`src/pds_pkg.sv`:
```
`timescale 1ns / 1ps
// ----------------------------------------------------------------------------
// pds_pkg
// Widths, codes, reset values and shared types of the PLL divider solver.
// ----------------------------------------------------------------------------
package pds_pkg;

  // field widths
  localparam int CLK_W      = 20;
  localparam int FLAG_W     = 5;
  localparam int GPOST_W    = 8;
  localparam int GREF_W     = 10;
  localparam int POST_W     = 8;
  localparam int REF_W      = 11;
  localparam int FB_W       = 12;
  localparam int FRAC_W     = 4;
  localparam int ACH_W      = 32;
  localparam int RF_W       = 20;
  localparam int VCO_W      = 22;
  localparam int TOL_W      = 10;
  localparam int CFG_IDX_W  = 3;
  localparam int CFG_DATA_W = 22;

  // shared divider widths
  localparam int NUM_W = 42;
  localparam int DEN_W = 22;

  // parameter defaults
  localparam int POST_MIN_DEF = 2;
  localparam int POST_MAX_DEF = 127;
  localparam int REF_MIN_DEF  = 2;
  localparam int REF_MAX_DEF  = 1023;
  localparam int FB_MIN_DEF   = 4;
  localparam int FB_MAX_DEF   = 2047;

  // register reset values
  localparam logic [RF_W-1:0]  RST_REF_FREQ = RF_W'(27000);
  localparam logic [VCO_W-1:0] RST_VCO_MIN  = VCO_W'(648000);
  localparam logic [VCO_W-1:0] RST_VCO_MAX  = VCO_W'(1200000);
  localparam logic [TOL_W-1:0] RST_TOL      = TOL_W'(1);

  // mode flag bit positions
  localparam int FLAG_GIVEN_POST = 0;
  localparam int FLAG_PREFER_MIN = 1;
  localparam int FLAG_LCD        = 2;
  localparam int FLAG_GIVEN_REF  = 3;
  localparam int FLAG_FRAC       = 4;

  // register indexes
  typedef enum logic [CFG_IDX_W-1:0] {
    CFG_REF_FREQ = 3'd0,
    CFG_VCO_MIN  = 3'd1,
    CFG_VCO_MAX  = 3'd2,
    CFG_LCD_MIN  = 3'd3,
    CFG_LCD_MAX  = 3'd4,
    CFG_TOL      = 3'd5
  } pds_cfg_idx_e;

  typedef struct packed {
    logic [RF_W-1:0]  ref_freq;
    logic [VCO_W-1:0] vco_min;
    logic [VCO_W-1:0] vco_max;
    logic [VCO_W-1:0] lcd_min;
    logic [VCO_W-1:0] lcd_max;
    logic [TOL_W-1:0] tol;
  } pds_cfg_t;

  typedef struct packed {
    logic [CLK_W-1:0]   tgt_clk;
    logic [FLAG_W-1:0]  flags;
    logic [GPOST_W-1:0] given_post;
    logic [GREF_W-1:0]  given_ref;
  } pds_req_t;

  typedef struct packed {
    logic [POST_W-1:0] post_div;
    logic [REF_W-1:0]  ref_div;
    logic [FB_W-1:0]   fb_div;
    logic [FRAC_W-1:0] fb_frac;
    logic [ACH_W-1:0]  achieved;
    logic              status;
  } pds_res_t;

  // x / 10 for x below 128, by reciprocal multiply
  function automatic logic [6:0] div10(input logic [6:0] x);
    logic [17:0] p;
    p = 18'(x) * 18'd205;
    return p[17:11];
  endfunction

endpackage

```
`src/pds_if.sv`:
```
`timescale 1ns / 1ps
// ----------------------------------------------------------------------------
// pds_if
// Valid/ready channel interfaces for request, result and register writes.
// ----------------------------------------------------------------------------
interface pds_in_if;
  import pds_pkg::*;
  logic               valid;
  logic               ready;
  logic [CLK_W-1:0]   pixel_clock_khz;
  logic [FLAG_W-1:0]  mode_flags;
  logic [GPOST_W-1:0] given_post_div;
  logic [GREF_W-1:0]  given_ref_div;
  modport source (output valid, pixel_clock_khz, mode_flags, given_post_div,
                  given_ref_div, input ready);
  modport sink (input valid, pixel_clock_khz, mode_flags, given_post_div,
                given_ref_div, output ready);
endinterface

interface pds_out_if;
  import pds_pkg::*;
  logic              valid;
  logic              ready;
  logic [POST_W-1:0] post_div;
  logic [REF_W-1:0]  ref_div;
  logic [FB_W-1:0]   fb_div;
  logic [FRAC_W-1:0] fb_frac;
  logic [ACH_W-1:0]  achieved_clock_khz;
  logic              status;
  modport source (output valid, post_div, ref_div, fb_div, fb_frac,
                  achieved_clock_khz, status, input ready);
  modport sink (input valid, post_div, ref_div, fb_div, fb_frac,
                achieved_clock_khz, status, output ready);
endinterface

interface pds_cfg_if;
  import pds_pkg::*;
  logic                  valid;
  logic                  ready;
  logic [CFG_IDX_W-1:0]  index;
  logic [CFG_DATA_W-1:0] data;
  modport source (output valid, index, data, input ready);
  modport sink (input valid, index, data, output ready);
endinterface

```
`src/pds_div.sv`:
```
`timescale 1ns / 1ps
// ----------------------------------------------------------------------------
// pds_div
// Restoring divider, one quotient bit per cycle, shared by every division.
// ----------------------------------------------------------------------------
module pds_div (
  input  logic                      clk_i,
  input  logic                      rst_ni,
  input  logic                      start_i,
  input  logic [pds_pkg::NUM_W-1:0] num_i,
  input  logic [pds_pkg::DEN_W-1:0] den_i,
  output logic                      done_o,
  output logic [pds_pkg::NUM_W-1:0] quo_o,
  output logic [pds_pkg::DEN_W-1:0] rem_o
);
  import pds_pkg::*;

  localparam int CNT_W = $clog2(NUM_W + 1);

  logic [NUM_W-1:0] quo_q, quo_d;
  logic [DEN_W-1:0] rem_q, rem_d, den_q;
  logic [CNT_W-1:0] cnt_q, cnt_d;
  logic             busy_q, busy_d, done_q, done_d;
  logic [DEN_W:0]   shifted;
  logic             ge;

  // one shift-subtract step
  assign shifted = {rem_q, quo_q[NUM_W-1]};
  assign ge      = shifted >= {1'b0, den_q};

  always_comb begin
    quo_d  = quo_q;
    rem_d  = rem_q;
    cnt_d  = cnt_q;
    busy_d = busy_q;
    done_d = 1'b0;
    if (start_i) begin
      quo_d  = num_i;
      rem_d  = '0;
      cnt_d  = CNT_W'(NUM_W);
      busy_d = 1'b1;
    end else if (busy_q) begin
      rem_d = ge ? DEN_W'(shifted - {1'b0, den_q}) : shifted[DEN_W-1:0];
      quo_d = {quo_q[NUM_W-2:0], ge};
      cnt_d = cnt_q - CNT_W'(1);
      if (cnt_q == CNT_W'(1)) begin
        busy_d = 1'b0;
        done_d = 1'b1;
      end
    end
  end

  // control state
  always_ff @(posedge clk_i or negedge rst_ni) begin
    if (!rst_ni) begin
      busy_q <= 1'b0;
      done_q <= 1'b0;
      cnt_q  <= '0;
    end else begin
      busy_q <= busy_d;
      done_q <= done_d;
      cnt_q  <= cnt_d;
    end
  end

  // datapath
  always_ff @(posedge clk_i) begin
    quo_q <= quo_d;
    rem_q <= rem_d;
    if (start_i) den_q <= den_i;
  end

  assign done_o = done_q;
  assign quo_o  = quo_q;
  assign rem_o  = rem_q;

endmodule

```
`src/pds_ctrl.sv`:
```
`timescale 1ns / 1ps
// ----------------------------------------------------------------------------
// pds_ctrl
// Sequencer that drives the shared divider through post, feedback, search
// and achieved-clock steps.
// ----------------------------------------------------------------------------
module pds_ctrl #(
  parameter int POST_MIN = pds_pkg::POST_MIN_DEF,
  parameter int POST_MAX = pds_pkg::POST_MAX_DEF,
  parameter int REF_MIN  = pds_pkg::REF_MIN_DEF,
  parameter int REF_MAX  = pds_pkg::REF_MAX_DEF,
  parameter int FB_MIN   = pds_pkg::FB_MIN_DEF,
  parameter int FB_MAX   = pds_pkg::FB_MAX_DEF
) (
  input  logic              clk_i,
  input  logic              rst_ni,
  input  logic              start_i,
  input  pds_pkg::pds_req_t req_i,
  input  pds_pkg::pds_cfg_t cfg_i,
  output logic              idle_o,
  output logic              done_o,
  input  logic              ack_i,
  output pds_pkg::pds_res_t res_o
);
  import pds_pkg::*;

  typedef enum logic [11:0] {
    S_IDLE  = 12'b0000_0000_0001,
    S_DGO   = 12'b0000_0000_0010,
    S_DWAIT = 12'b0000_0000_0100,
    S_SEL   = 12'b0000_0000_1000,
    S_MUL1  = 12'b0000_0001_0000,
    S_MUL2  = 12'b0000_0010_0000,
    S_MUL3  = 12'b0000_0100_0000,
    S_MUL4  = 12'b0000_1000_0000,
    S_FRMUL = 12'b0001_0000_0000,
    S_ACH1  = 12'b0010_0000_0000,
    S_ACH2  = 12'b0100_0000_0000,
    S_DONE  = 12'b1000_0000_0000
  } pds_state_e;

  typedef enum logic [2:0] {
    OP_POST = 3'd0,
    OP_FB   = 3'd1,
    OP_FRAC = 3'd2,
    OP_RAT1 = 3'd3,
    OP_RAT2 = 3'd4,
    OP_ACH  = 3'd5
  } pds_op_e;

  pds_state_e state_q, state_d;
  pds_op_e    op_q, op_d;

  logic [CLK_W-1:0]  clk_q, clk_d;
  logic [FLAG_W-1:0] flags_q, flags_d;
  logic [GREF_W-1:0] gref_q, gref_d;
  logic [POST_W-1:0] post_q, post_d;
  logic [REF_W-1:0]  ref_q, ref_d;
  logic [FB_W-1:0]   fb_q, fb_d;
  logic [FRAC_W-1:0] frac_q, frac_d;
  logic [ACH_W-1:0]  ach_q, ach_d;
  logic              err_q, err_d;
  logic [18:0]       pr_q, pr_d;
  logic [15:0]       w_q, w_d;
  logic [RF_W-1:0]   rem_q, rem_d;
  logic [31:0]       ratio_q, ratio_d;
  logic [NUM_W-1:0]  num_q, num_d;
  logic [DEN_W-1:0]  den_q, den_d;

  logic             div_start, div_done;
  logic [NUM_W-1:0] quo;
  logic [DEN_W-1:0] rem;

  logic [VCO_W-1:0] vco_sel;
  logic [22:0]      qp;
  logic [FB_W-1:0]  fb_cl;
  logic [6:0]       f_raw;
  logic [FRAC_W:0]  f_rnd;
  logic [10:0]      hi_lim, lo_lim;

  pds_div u_div (
    .clk_i   (clk_i),
    .rst_ni  (rst_ni),
    .start_i (div_start),
    .num_i   (num_q),
    .den_i   (den_q),
    .done_o  (div_done),
    .quo_o   (quo),
    .rem_o   (rem)
  );

  // tolerance window
  assign hi_lim = 11'd1000 + 11'(cfg_i.tol);
  assign lo_lim = (cfg_i.tol >= TOL_W'(1000)) ? 11'd0 : 11'd1000 - 11'(cfg_i.tol);

  // vco limit picked by mode
  always_comb begin
    if (flags_q[FLAG_PREFER_MIN]) vco_sel = flags_q[FLAG_LCD] ? cfg_i.lcd_min : cfg_i.vco_min;
    else                          vco_sel = flags_q[FLAG_LCD] ? cfg_i.lcd_max : cfg_i.vco_max;
  end

  // post divider rounding and clamp
  always_comb begin
    qp = {1'b0, quo[VCO_W-1:0]};
    if (flags_q[FLAG_PREFER_MIN]) begin
      if (rem != '0) qp = qp + 23'd1;
    end else if (rem == '0 && qp != '0) begin
      qp = qp - 23'd1;
    end
    if (qp > 23'(POST_MAX))      qp = 23'(POST_MAX);
    else if (qp < 23'(POST_MIN)) qp = 23'(POST_MIN);
  end

  // feedback clamp
  always_comb begin
    if (quo > NUM_W'(FB_MAX))      fb_cl = FB_W'(FB_MAX);
    else if (quo < NUM_W'(FB_MIN)) fb_cl = FB_W'(FB_MIN);
    else                           fb_cl = quo[FB_W-1:0];
  end

  // tenths rounding
  always_comb begin
    f_raw = quo[6:0];
    if (f_raw >= 7'd5) f_rnd = 5'(div10(f_raw - 7'd5)) + 5'd1;
    else               f_rnd = 5'(f_raw);
  end

  // sequencer
  always_comb begin
    state_d   = state_q;
    op_d      = op_q;
    clk_d     = clk_q;
    flags_d   = flags_q;
    gref_d    = gref_q;
    post_d    = post_q;
    ref_d     = ref_q;
    fb_d      = fb_q;
    frac_d    = frac_q;
    ach_d     = ach_q;
    err_d     = err_q;
    pr_d      = pr_q;
    w_d       = w_q;
    rem_d     = rem_q;
    ratio_d   = ratio_q;
    num_d     = num_q;
    den_d     = den_q;
    div_start = 1'b0;
    case (state_q)
      S_IDLE: begin
        if (start_i) begin
          clk_d   = req_i.tgt_clk;
          flags_d = req_i.flags;
          gref_d  = req_i.given_ref;
          post_d  = req_i.given_post;
          fb_d    = '0;
          frac_d  = '0;
          ach_d   = '0;
          err_d   = 1'b0;
          if (req_i.tgt_clk == '0 || cfg_i.ref_freq == '0) begin
            err_d   = 1'b1;
            state_d = S_DONE;
          end else if (req_i.flags[FLAG_GIVEN_POST]) begin
            state_d = S_SEL;
          end else begin
            state_d = S_MUL1;
            op_d    = OP_POST;
          end
        end
      end
      S_MUL1: begin
        // post divider division, or post times ref for the feedback
        if (op_q == OP_POST) begin
          num_d   = NUM_W'(vco_sel);
          den_d   = DEN_W'(clk_q);
          state_d = S_DGO;
        end else begin
          pr_d    = 19'(post_q) * 19'(ref_q);
          state_d = S_MUL2;
        end
      end
      S_SEL: begin
        ref_d = flags_q[FLAG_GIVEN_REF] ? REF_W'(gref_q) : REF_W'(REF_MIN);
        if (post_q == '0 || (flags_q[FLAG_GIVEN_REF] && gref_q == '0)) begin
          err_d   = 1'b1;
          state_d = S_DONE;
        end else if (!flags_q[FLAG_FRAC] && flags_q[FLAG_GIVEN_REF] &&
                     REF_W'(gref_q) > REF_W'(REF_MAX)) begin
          state_d = S_ACH1;
        end else begin
          op_d    = OP_FB;
          state_d = S_MUL1;
        end
      end
      S_MUL2: begin
        num_d   = NUM_W'(pr_q) * NUM_W'(clk_q);
        den_d   = DEN_W'(cfg_i.ref_freq);
        op_d    = OP_FB;
        state_d = S_DGO;
      end
      S_FRMUL: begin
        num_d   = NUM_W'(rem_q) * NUM_W'(100);
        den_d   = DEN_W'(cfg_i.ref_freq);
        op_d    = OP_FRAC;
        state_d = S_DGO;
      end
      S_MUL3: begin
        num_d   = NUM_W'(cfg_i.ref_freq) * NUM_W'(fb_q);
        den_d   = DEN_W'(pr_q);
        op_d    = OP_RAT1;
        state_d = S_DGO;
      end
      S_MUL4: begin
        num_d   = NUM_W'(ratio_q) * NUM_W'(1000);
        den_d   = DEN_W'(clk_q);
        op_d    = OP_RAT2;
        state_d = S_DGO;
      end
      S_ACH1: begin
        w_d     = 16'(fb_q) * 16'd10 + 16'(frac_q);
        pr_d    = 19'(post_q) * 19'(ref_q);
        state_d = S_ACH2;
      end
      S_ACH2: begin
        num_d   = NUM_W'(cfg_i.ref_freq) * NUM_W'(w_q);
        den_d   = DEN_W'(pr_q) * DEN_W'(10);
        op_d    = OP_ACH;
        state_d = S_DGO;
      end
      S_DGO: begin
        div_start = 1'b1;
        state_d   = S_DWAIT;
      end
      S_DWAIT: begin
        if (div_done) begin
          case (op_q)
            OP_POST: begin
              post_d  = POST_W'(qp);
              state_d = S_SEL;
            end
            OP_FB: begin
              rem_d = rem[RF_W-1:0];
              if (flags_q[FLAG_FRAC]) begin
                fb_d    = fb_cl;
                state_d = S_FRMUL;
              end else begin
                fb_d    = (rem[RF_W-1:0] >= (cfg_i.ref_freq >> 1)) ? fb_cl + FB_W'(1) : fb_cl;
                frac_d  = '0;
                state_d = S_MUL3;
              end
            end
            OP_FRAC: begin
              if (f_rnd >= 5'd10) begin
                fb_d   = fb_q + FB_W'(1);
                frac_d = '0;
              end else begin
                frac_d = f_rnd[FRAC_W-1:0];
              end
              state_d = S_ACH1;
            end
            OP_RAT1: begin
              ratio_d = quo[31:0];
              state_d = S_MUL4;
            end
            OP_RAT2: begin
              if (quo <= NUM_W'(hi_lim) && quo >= NUM_W'(lo_lim)) begin
                state_d = S_ACH1;
              end else begin
                ref_d = ref_q + REF_W'(1);
                if (ref_q + REF_W'(1) > REF_W'(REF_MAX)) state_d = S_ACH1;
                else                                    state_d = S_MUL1;
              end
            end
            OP_ACH: begin
              ach_d   = quo[ACH_W-1:0];
              state_d = S_DONE;
            end
            default: state_d = S_DONE;
          endcase
        end
      end
      S_DONE: begin
        if (ack_i) state_d = S_IDLE;
      end
      default: state_d = S_IDLE;
    endcase
  end

  // control state
  always_ff @(posedge clk_i or negedge rst_ni) begin
    if (!rst_ni) begin
      state_q <= S_IDLE;
      op_q    <= OP_POST;
    end else begin
      state_q <= state_d;
      op_q    <= op_d;
    end
  end

  // working registers
  always_ff @(posedge clk_i) begin
    clk_q   <= clk_d;
    flags_q <= flags_d;
    gref_q  <= gref_d;
    post_q  <= post_d;
    ref_q   <= ref_d;
    fb_q    <= fb_d;
    frac_q  <= frac_d;
    ach_q   <= ach_d;
    err_q   <= err_d;
    pr_q    <= pr_d;
    w_q     <= w_d;
    rem_q   <= rem_d;
    ratio_q <= ratio_d;
    num_q   <= num_d;
    den_q   <= den_d;
  end

  // result, zeroed on error
  assign idle_o = state_q == S_IDLE;
  assign done_o = state_q == S_DONE;
  always_comb begin
    res_o.post_div = err_q ? '0 : post_q;
    res_o.ref_div  = err_q ? '0 : ref_q;
    res_o.fb_div   = err_q ? '0 : fb_q;
    res_o.fb_frac  = err_q ? '0 : frac_q;
    res_o.achieved = err_q ? '0 : ach_q;
    res_o.status   = err_q;
  end

endmodule

```
`src/pll_divider_solver_core.sv`:
```
`timescale 1ns / 1ps
// ----------------------------------------------------------------------------
// pll_divider_solver_core
// Display PLL divider solver: post, reference and feedback dividers.
// ----------------------------------------------------------------------------
// Usage
// - in_i takes one request transaction (pixel clock, mode flags, given
//   dividers); in_i.ready is high only while the solver is idle.
// - out_o carries one result transaction per request, held in an output
//   register until out_o.ready; a new request is taken meanwhile.
// - cfg_i writes the six limit registers at any time it is valid; it is
//   always ready. It is to be written only while no request is in
//   flight; the user is bound to this and the block does not enforce it.
// - Every division runs on one shared divider in 42 steps. The integer
//   search tries reference dividers upward from its start, at most up to
//   REF_MAX. A zero clock or zero given post divider gives its result
//   without a division, a zero given reference divider right after the
//   post divider.
// - Reset loads the register defaults and empties the output register.
// - If out_o is stalled, a finished result waits inside the sequencer and
//   the next request is held off until the output register frees.
// ----------------------------------------------------------------------------
module pll_divider_solver_core #(
  parameter int POST_MIN = pds_pkg::POST_MIN_DEF,
  parameter int POST_MAX = pds_pkg::POST_MAX_DEF,
  parameter int REF_MIN  = pds_pkg::REF_MIN_DEF,
  parameter int REF_MAX  = pds_pkg::REF_MAX_DEF,
  parameter int FB_MIN   = pds_pkg::FB_MIN_DEF,
  parameter int FB_MAX   = pds_pkg::FB_MAX_DEF
) (
  input logic       clk_i,
  input logic       rst_ni,
  pds_in_if.sink    in_i,
  pds_out_if.source out_o,
  pds_cfg_if.sink   cfg_i
);
  import pds_pkg::*;

  pds_cfg_t cfg_q, cfg_d;
  pds_req_t req;
  pds_res_t res, res_q;
  logic     idle, done, ack, out_valid_q;

  // configuration writes
  assign cfg_i.ready = 1'b1;
  always_comb begin
    cfg_d = cfg_q;
    if (cfg_i.valid) begin
      case (pds_cfg_idx_e'(cfg_i.index))
        CFG_REF_FREQ: cfg_d.ref_freq = cfg_i.data[RF_W-1:0];
        CFG_VCO_MIN:  cfg_d.vco_min  = cfg_i.data[VCO_W-1:0];
        CFG_VCO_MAX:  cfg_d.vco_max  = cfg_i.data[VCO_W-1:0];
        CFG_LCD_MIN:  cfg_d.lcd_min  = cfg_i.data[VCO_W-1:0];
        CFG_LCD_MAX:  cfg_d.lcd_max  = cfg_i.data[VCO_W-1:0];
        CFG_TOL:      cfg_d.tol      = cfg_i.data[TOL_W-1:0];
        default:      cfg_d = cfg_q;
      endcase
    end
  end

  always_ff @(posedge clk_i or negedge rst_ni) begin
    if (!rst_ni) begin
      cfg_q.ref_freq <= RST_REF_FREQ;
      cfg_q.vco_min  <= RST_VCO_MIN;
      cfg_q.vco_max  <= RST_VCO_MAX;
      cfg_q.lcd_min  <= RST_VCO_MIN;
      cfg_q.lcd_max  <= RST_VCO_MAX;
      cfg_q.tol      <= RST_TOL;
    end else begin
      cfg_q <= cfg_d;
    end
  end

  // request intake
  assign in_i.ready      = idle;
  assign req.tgt_clk     = in_i.pixel_clock_khz;
  assign req.flags       = in_i.mode_flags;
  assign req.given_post  = in_i.given_post_div;
  assign req.given_ref   = in_i.given_ref_div;

  pds_ctrl #(
    .POST_MIN (POST_MIN),
    .POST_MAX (POST_MAX),
    .REF_MIN  (REF_MIN),
    .REF_MAX  (REF_MAX),
    .FB_MIN   (FB_MIN),
    .FB_MAX   (FB_MAX)
  ) u_ctrl (
    .clk_i   (clk_i),
    .rst_ni  (rst_ni),
    .start_i (in_i.valid & idle),
    .req_i   (req),
    .cfg_i   (cfg_q),
    .idle_o  (idle),
    .done_o  (done),
    .ack_i   (ack),
    .res_o   (res)
  );

  // output register
  assign ack = done && (!out_valid_q || out_o.ready);

  always_ff @(posedge clk_i or negedge rst_ni) begin
    if (!rst_ni) begin
      out_valid_q <= 1'b0;
    end else if (ack) begin
      out_valid_q <= 1'b1;
    end else if (out_o.ready) begin
      out_valid_q <= 1'b0;
    end
  end

  always_ff @(posedge clk_i) begin
    if (ack) res_q <= res;
  end

  assign out_o.valid              = out_valid_q;
  assign out_o.post_div           = res_q.post_div;
  assign out_o.ref_div            = res_q.ref_div;
  assign out_o.fb_div             = res_q.fb_div;
  assign out_o.fb_frac            = res_q.fb_frac;
  assign out_o.achieved_clock_khz = res_q.achieved;
  assign out_o.status             = res_q.status;

endmodule

```
`src/flat_wrapper.sv`:
```
// flat-port wrapper written by rule: the top's interface ports become plain ports
module pll_divider_solver_core_flat import pds_pkg::*;
#(
  parameter int POST_MIN = pds_pkg::POST_MIN_DEF,
  parameter int POST_MAX = pds_pkg::POST_MAX_DEF,
  parameter int REF_MIN  = pds_pkg::REF_MIN_DEF,
  parameter int REF_MAX  = pds_pkg::REF_MAX_DEF,
  parameter int FB_MIN   = pds_pkg::FB_MIN_DEF,
  parameter int FB_MAX   = pds_pkg::FB_MAX_DEF
)
  (clk_i, rst_ni, in_i_valid, in_i_pixel_clock_khz, in_i_mode_flags, in_i_given_post_div, in_i_given_ref_div, in_i_ready, out_o_valid, out_o_post_div, out_o_ref_div, out_o_fb_div, out_o_fb_frac, out_o_achieved_clock_khz, out_o_status, out_o_ready, cfg_i_valid, cfg_i_index, cfg_i_data, cfg_i_ready);
  pds_in_if in_i_i ();
  pds_out_if out_o_i ();
  pds_cfg_if cfg_i_i ();
  input logic clk_i;
  input logic rst_ni;
  input wire logic [$bits(in_i_i.valid)-1:0] in_i_valid;
  input wire logic [$bits(in_i_i.pixel_clock_khz)-1:0] in_i_pixel_clock_khz;
  input wire logic [$bits(in_i_i.mode_flags)-1:0] in_i_mode_flags;
  input wire logic [$bits(in_i_i.given_post_div)-1:0] in_i_given_post_div;
  input wire logic [$bits(in_i_i.given_ref_div)-1:0] in_i_given_ref_div;
  output wire logic [$bits(in_i_i.ready)-1:0] in_i_ready;
  output wire logic [$bits(out_o_i.valid)-1:0] out_o_valid;
  output wire logic [$bits(out_o_i.post_div)-1:0] out_o_post_div;
  output wire logic [$bits(out_o_i.ref_div)-1:0] out_o_ref_div;
  output wire logic [$bits(out_o_i.fb_div)-1:0] out_o_fb_div;
  output wire logic [$bits(out_o_i.fb_frac)-1:0] out_o_fb_frac;
  output wire logic [$bits(out_o_i.achieved_clock_khz)-1:0] out_o_achieved_clock_khz;
  output wire logic [$bits(out_o_i.status)-1:0] out_o_status;
  input wire logic [$bits(out_o_i.ready)-1:0] out_o_ready;
  input wire logic [$bits(cfg_i_i.valid)-1:0] cfg_i_valid;
  input wire logic [$bits(cfg_i_i.index)-1:0] cfg_i_index;
  input wire logic [$bits(cfg_i_i.data)-1:0] cfg_i_data;
  output wire logic [$bits(cfg_i_i.ready)-1:0] cfg_i_ready;
  assign in_i_i.valid = in_i_valid;
  assign in_i_i.pixel_clock_khz = in_i_pixel_clock_khz;
  assign in_i_i.mode_flags = in_i_mode_flags;
  assign in_i_i.given_post_div = in_i_given_post_div;
  assign in_i_i.given_ref_div = in_i_given_ref_div;
  assign in_i_ready = in_i_i.ready;
  assign out_o_valid = out_o_i.valid;
  assign out_o_post_div = out_o_i.post_div;
  assign out_o_ref_div = out_o_i.ref_div;
  assign out_o_fb_div = out_o_i.fb_div;
  assign out_o_fb_frac = out_o_i.fb_frac;
  assign out_o_achieved_clock_khz = out_o_i.achieved_clock_khz;
  assign out_o_status = out_o_i.status;
  assign out_o_i.ready = out_o_ready;
  assign cfg_i_i.valid = cfg_i_valid;
  assign cfg_i_i.index = cfg_i_index;
  assign cfg_i_i.data = cfg_i_data;
  assign cfg_i_ready = cfg_i_i.ready;
  pll_divider_solver_core #(.POST_MIN(POST_MIN), .POST_MAX(POST_MAX), .REF_MIN(REF_MIN), .REF_MAX(REF_MAX), .FB_MIN(FB_MIN), .FB_MAX(FB_MAX)) u_core (.clk_i(clk_i), .rst_ni(rst_ni), .in_i(in_i_i), .out_o(out_o_i), .cfg_i(cfg_i_i));
endmodule
```
`config.mk`:
```
export PLATFORM = sky130hd
export DESIGN_NAME = pll_divider_solver_core_flat
export DESIGN_NICKNAME = d
export VERILOG_FILES = /design/src/pds_pkg.sv /design/src/pds_if.sv /design/src/pds_div.sv /design/src/pds_ctrl.sv /design/src/pll_divider_solver_core.sv /design/src/flat_wrapper.sv
export SDC_FILE = /design/constraint.sdc
export NUM_CORES = 2
export LEC_CHECK = 0
export BUFFER_PORTS_ARGS = -buffer_cell sky130_fd_sc_hd__buf_4
export CORE_MARGIN = 1.5
export CORE_UTILIZATION = 40
export CTS_CLUSTER_SIZE = 40
export DETAILED_ROUTE_END_ITERATION = 6
export GPL_ROUTABILITY_DRIVEN = 1
export PLACE_DENSITY = 0.58
export SYNTH_ARGS = -nofsm -noshare
export SYNTH_HDL_FRONTEND = slang
export SYNTH_SLANG_ARGS = --single-unit
```
`constraint.sdc`:
```
create_clock -name clk_i -period 8.25 [get_ports clk_i]
set_input_delay 0.825 -clock clk_i [delete_from_list [all_inputs] [get_ports clk_i]]
set_output_delay 0.825 -clock clk_i [all_outputs]
set_load 0.005 [all_outputs]
```
==> flow_summary.yaml <==
clock_tree:
  cts_root_buf: "clkbuf_16"
  cts_tree: "built"
  htreeDepth: 3
  clkLatencyLatePin_ns: 0.70
  cts_buffer_depth: 3
  cts_num_sinks: 549
  cts_buffers: 68
  clkSlewWorstSetupHoldPaths_ns: 0.05
synthesis:
  yosys.area_share.adder_pct: 39.2
  synthDistinctLibCells: 89
  ys_warn_count: 0
  synthCells: 7128
  async_reset_ff_share_pct: 25.9
  synth.mux.area_fraction_pct: 2.61
  synth_seq_cells: 549
  synthesis.area_um2: 68600
  synth_edf_count: 385
  synth_top_family_by_area: "adder cells"
  synth_simple_gate_area_share_pct: 15.5
  syn-num-nets: 8788
  synth-xor-area-share_pct: 3.31
  synth_flop_cell: "edfxtp_1"
  synth_compound_area_share_pct: 8.32
  yosysSeqAreaShare_pct: 22.7
  postSynthAreaPerCell_um2: 9.63
grt:
  grt_max_degree: 78
  grt_first_pass_wirelength_mm: 342
  grt_use_total_pct: 26.0
  antenna_found_initial: 15
  first_global_vias: 54000
  grt_overflow: 0
finish:
  layout.nets: 8817
  fin_cells: 9437
  drive_above_1_share_pct: 8.68
  area_delta_synth_final_pct: 9.03
  final_common_cell: "inv_1"
  layout_common_cells: "1182 x inv_1, 966 x nand2_1, 934 x fa_1, 653 x ha_1, 441 x and2_1"
routing:
  wl_per_cell_um: 23.7
  wl_mm: 223
  vias: 52100
  drt_iter0_markers: 4566
  first_pass_iters: 6
  drtAntennaViolNets: 0
  viasPerCell: 5.52
  drc: 0
sta:
  max_freq_mhz: 128
  finalCriticalPeriod_ns: 7.81
  worst_hold_slack_ns: 0.204
  rsz0062_at_grt: "false"
  fin_crit_sh_pct: 94.7
  maxSlewViolCount: 0
  clock_skew_ns: 0.0598
  setup-tns-final_ns: 0
  hold_viol_final: 0
  tightest_slew_ns: 1.31
  setup_viol: 0
  relSlewSlack_pct: 11.8
floorplan:
  ioPinCount: 144
  row_count: 151
  start_util_pct: 40.4
  die_area_um2: 174000
  die_h_um: 417
  core_um2: 170000
  die_w_um: 417
outcome:
  status: "completed"
worst_setup_path:
  path_cells: "nand2_1, fa_1, inv_1, fa_1, fa_1, fa_1, fa_1, inv_1, fa_1, inv_1, ha_1, a21oi_1, nand2_1, a221o_1, a41oi_1, o21ai_0, o41a_1, a311oi_1, nor3b_1, a31o_2, a221o_1"
  cp-startpoint: "u_core.u_ctrl.w_q[11]$_DFFE_PP_"
  slowest_stage: "edfxtp_1"
  cp_max_fo: 20
  critical_path_class: "reg2reg"
  r2r_end: "u_core.u_ctrl.num_q[33]$_DFFE_PP_"
  cpPeakStageDelay_ns: 0.85
  start_kind: "flop"
  critPathCaptureType: "flop"
  ff2ff_path_depth: 21
  timing.rr.start: "u_core.u_ctrl.w_q[11]$_DFFE_PP_"
  arrival_ns: 8.25
  rrSetupSlack_ns: 0.44
  crit_required_ns: 8.69
  cp_common_cell: "fa_1"
place:
  hpwl_mm: 177
  post-place-cells: 9303
  portBuffers: 142
  gp_congestion: 0.954
worst_hold_path:
  hold_path_class: "in2async"
flow_run:
  max-cap-violations: 0
[worst max-delay path, delay by kind of cell, from the launching register on]
kind	cells	cell delay (ns)
fa+ha+maj	7	3.51
compound gates	8	2.72
buf+inv	3	0.16
flops	1	0.85
simple gates	3	0.34
[cells in the mapped netlist (23+ instances only)]
master	number	area (um^2)
edfxtp_1	385	11600
nor4_1	37	231
and3_1	31	194
a221oi_1	26	228
nand3_1	109	546
ha_1	653	8170
a21o_1	83	623
xnor2_1	152	1330
nor3_1	70	350
o21ai_0	182	911
o21a_1	31	233
xor2_1	107	937
nand4_1	26	163
nand2b_1	42	263
clkbuf_1	332	1250
a211oi_1	34	255
mux2_2	101	1140
dfstp_2	42	1100
a21oi_1	232	1160
fa_1	934	18700
nor2_1	252	946
and2_1	441	2760
o211ai_1	23	173
nand2_1	966	3630
dfrtp_1	100	2500
a31oi_1	32	200
nor2b_1	101	632
inv_1	1184	4440
[area by class of cell]
type / instances / area, um^2
antenna: 8 / 20.0
clock buffer: 95 / 1880
clock inverter: 29 / 384
fill: 16300 / 95000
inverter: 1186 / 4450
multi-input combinational: 5047 / 47400
sequential: 549 / 15600
tap: 2218 / 2780
timing repair buffer: 305 / 2310
[flip-flops by register name (all words and copies together) (netlist names), 6 cells and up]
register and cells:
u_core.u_ctrl.u_div.quo_o 42, u_core.u_ctrl.post_q 8, u_core.out_o.achieved_clock_khz 32, u_core.u_ctrl.fb_q 12
u_core.u_ctrl.u_div.den_q 22, u_core.u_ctrl.ratio_q 32, u_core.out_o.ref_div 11, u_core.u_ctrl.w_q 16
u_core.u_ctrl.u_div.cnt_q 6, u_core.u_ctrl.ach_q 32, u_core.u_ctrl.rem_q 20, u_core.out_o.fb_div 12
u_core.u_ctrl.ref_q 11, u_core.u_ctrl.den_q 22, u_core.u_ctrl.clk_q 20, u_core.cfg_q 118
u_core.u_ctrl.num_q 42, u_core.out_o.post_div 8, u_core.u_ctrl.gref_q 10, u_core.u_ctrl.pr_q 19
u_core.u_ctrl.u_div.rem_o 22, u_core.u_ctrl.state_q 12
[what timing repair did]
item,in CTS,in global routing
setup buffers,0,1
hold buffers,0,0
gates resized for setup,0,2
setup endpoints to repair,0,1
[stage by stage]
step	worst slack, ns	cell area [um^2]	utilization (%)
finish	0.437	74800	44.1
global route	0.00208	74800	44.0
CTS	0.449	74800	44.0
detailed placement	0.442	72500	42.7
global placement	0.414	72500	42.7
floorplan	1.00	68600	-
[per-layer routing]
layer,up-vias,wire length (um),track usage (%)
li1,23100,-,-
met1,26700,97000,36.4
met2,1949,100000,40.5
met3,365,18300,5.40
met4,10,7630,7.90
met5,-,68,0
[how the worst max path moves through the flow]
stage / end / cells after the start
after floorplan: u_core.u_ctrl.num_q[33]$_DFFE_PP_ / 25
after global routing: u_core.u_ctrl.num_q[33]$_DFFE_PP_ / 22
final: u_core.u_ctrl.num_q[33]$_DFFE_PP_ / 21
after global placement: u_core.u_ctrl.num_q[33]$_DFFE_PP_ / 21
after CTS: u_core.u_ctrl.num_q[33]$_DFFE_PP_ / 22
after detailed placement: u_core.u_ctrl.num_q[33]$_DFFE_PP_ / 21
[cell families after synthesis]
kind of cell / after synthesis
simple gates: 2187
fa+ha+maj: 1587
buf+inv: 1532
compound gates: 874
flops: 549
xor+xnor: 259
mux: 139
other cells: 1
Power is not shown: default switching activity piles up to over one toggle a cycle in this logic, so the estimate is an artifact.
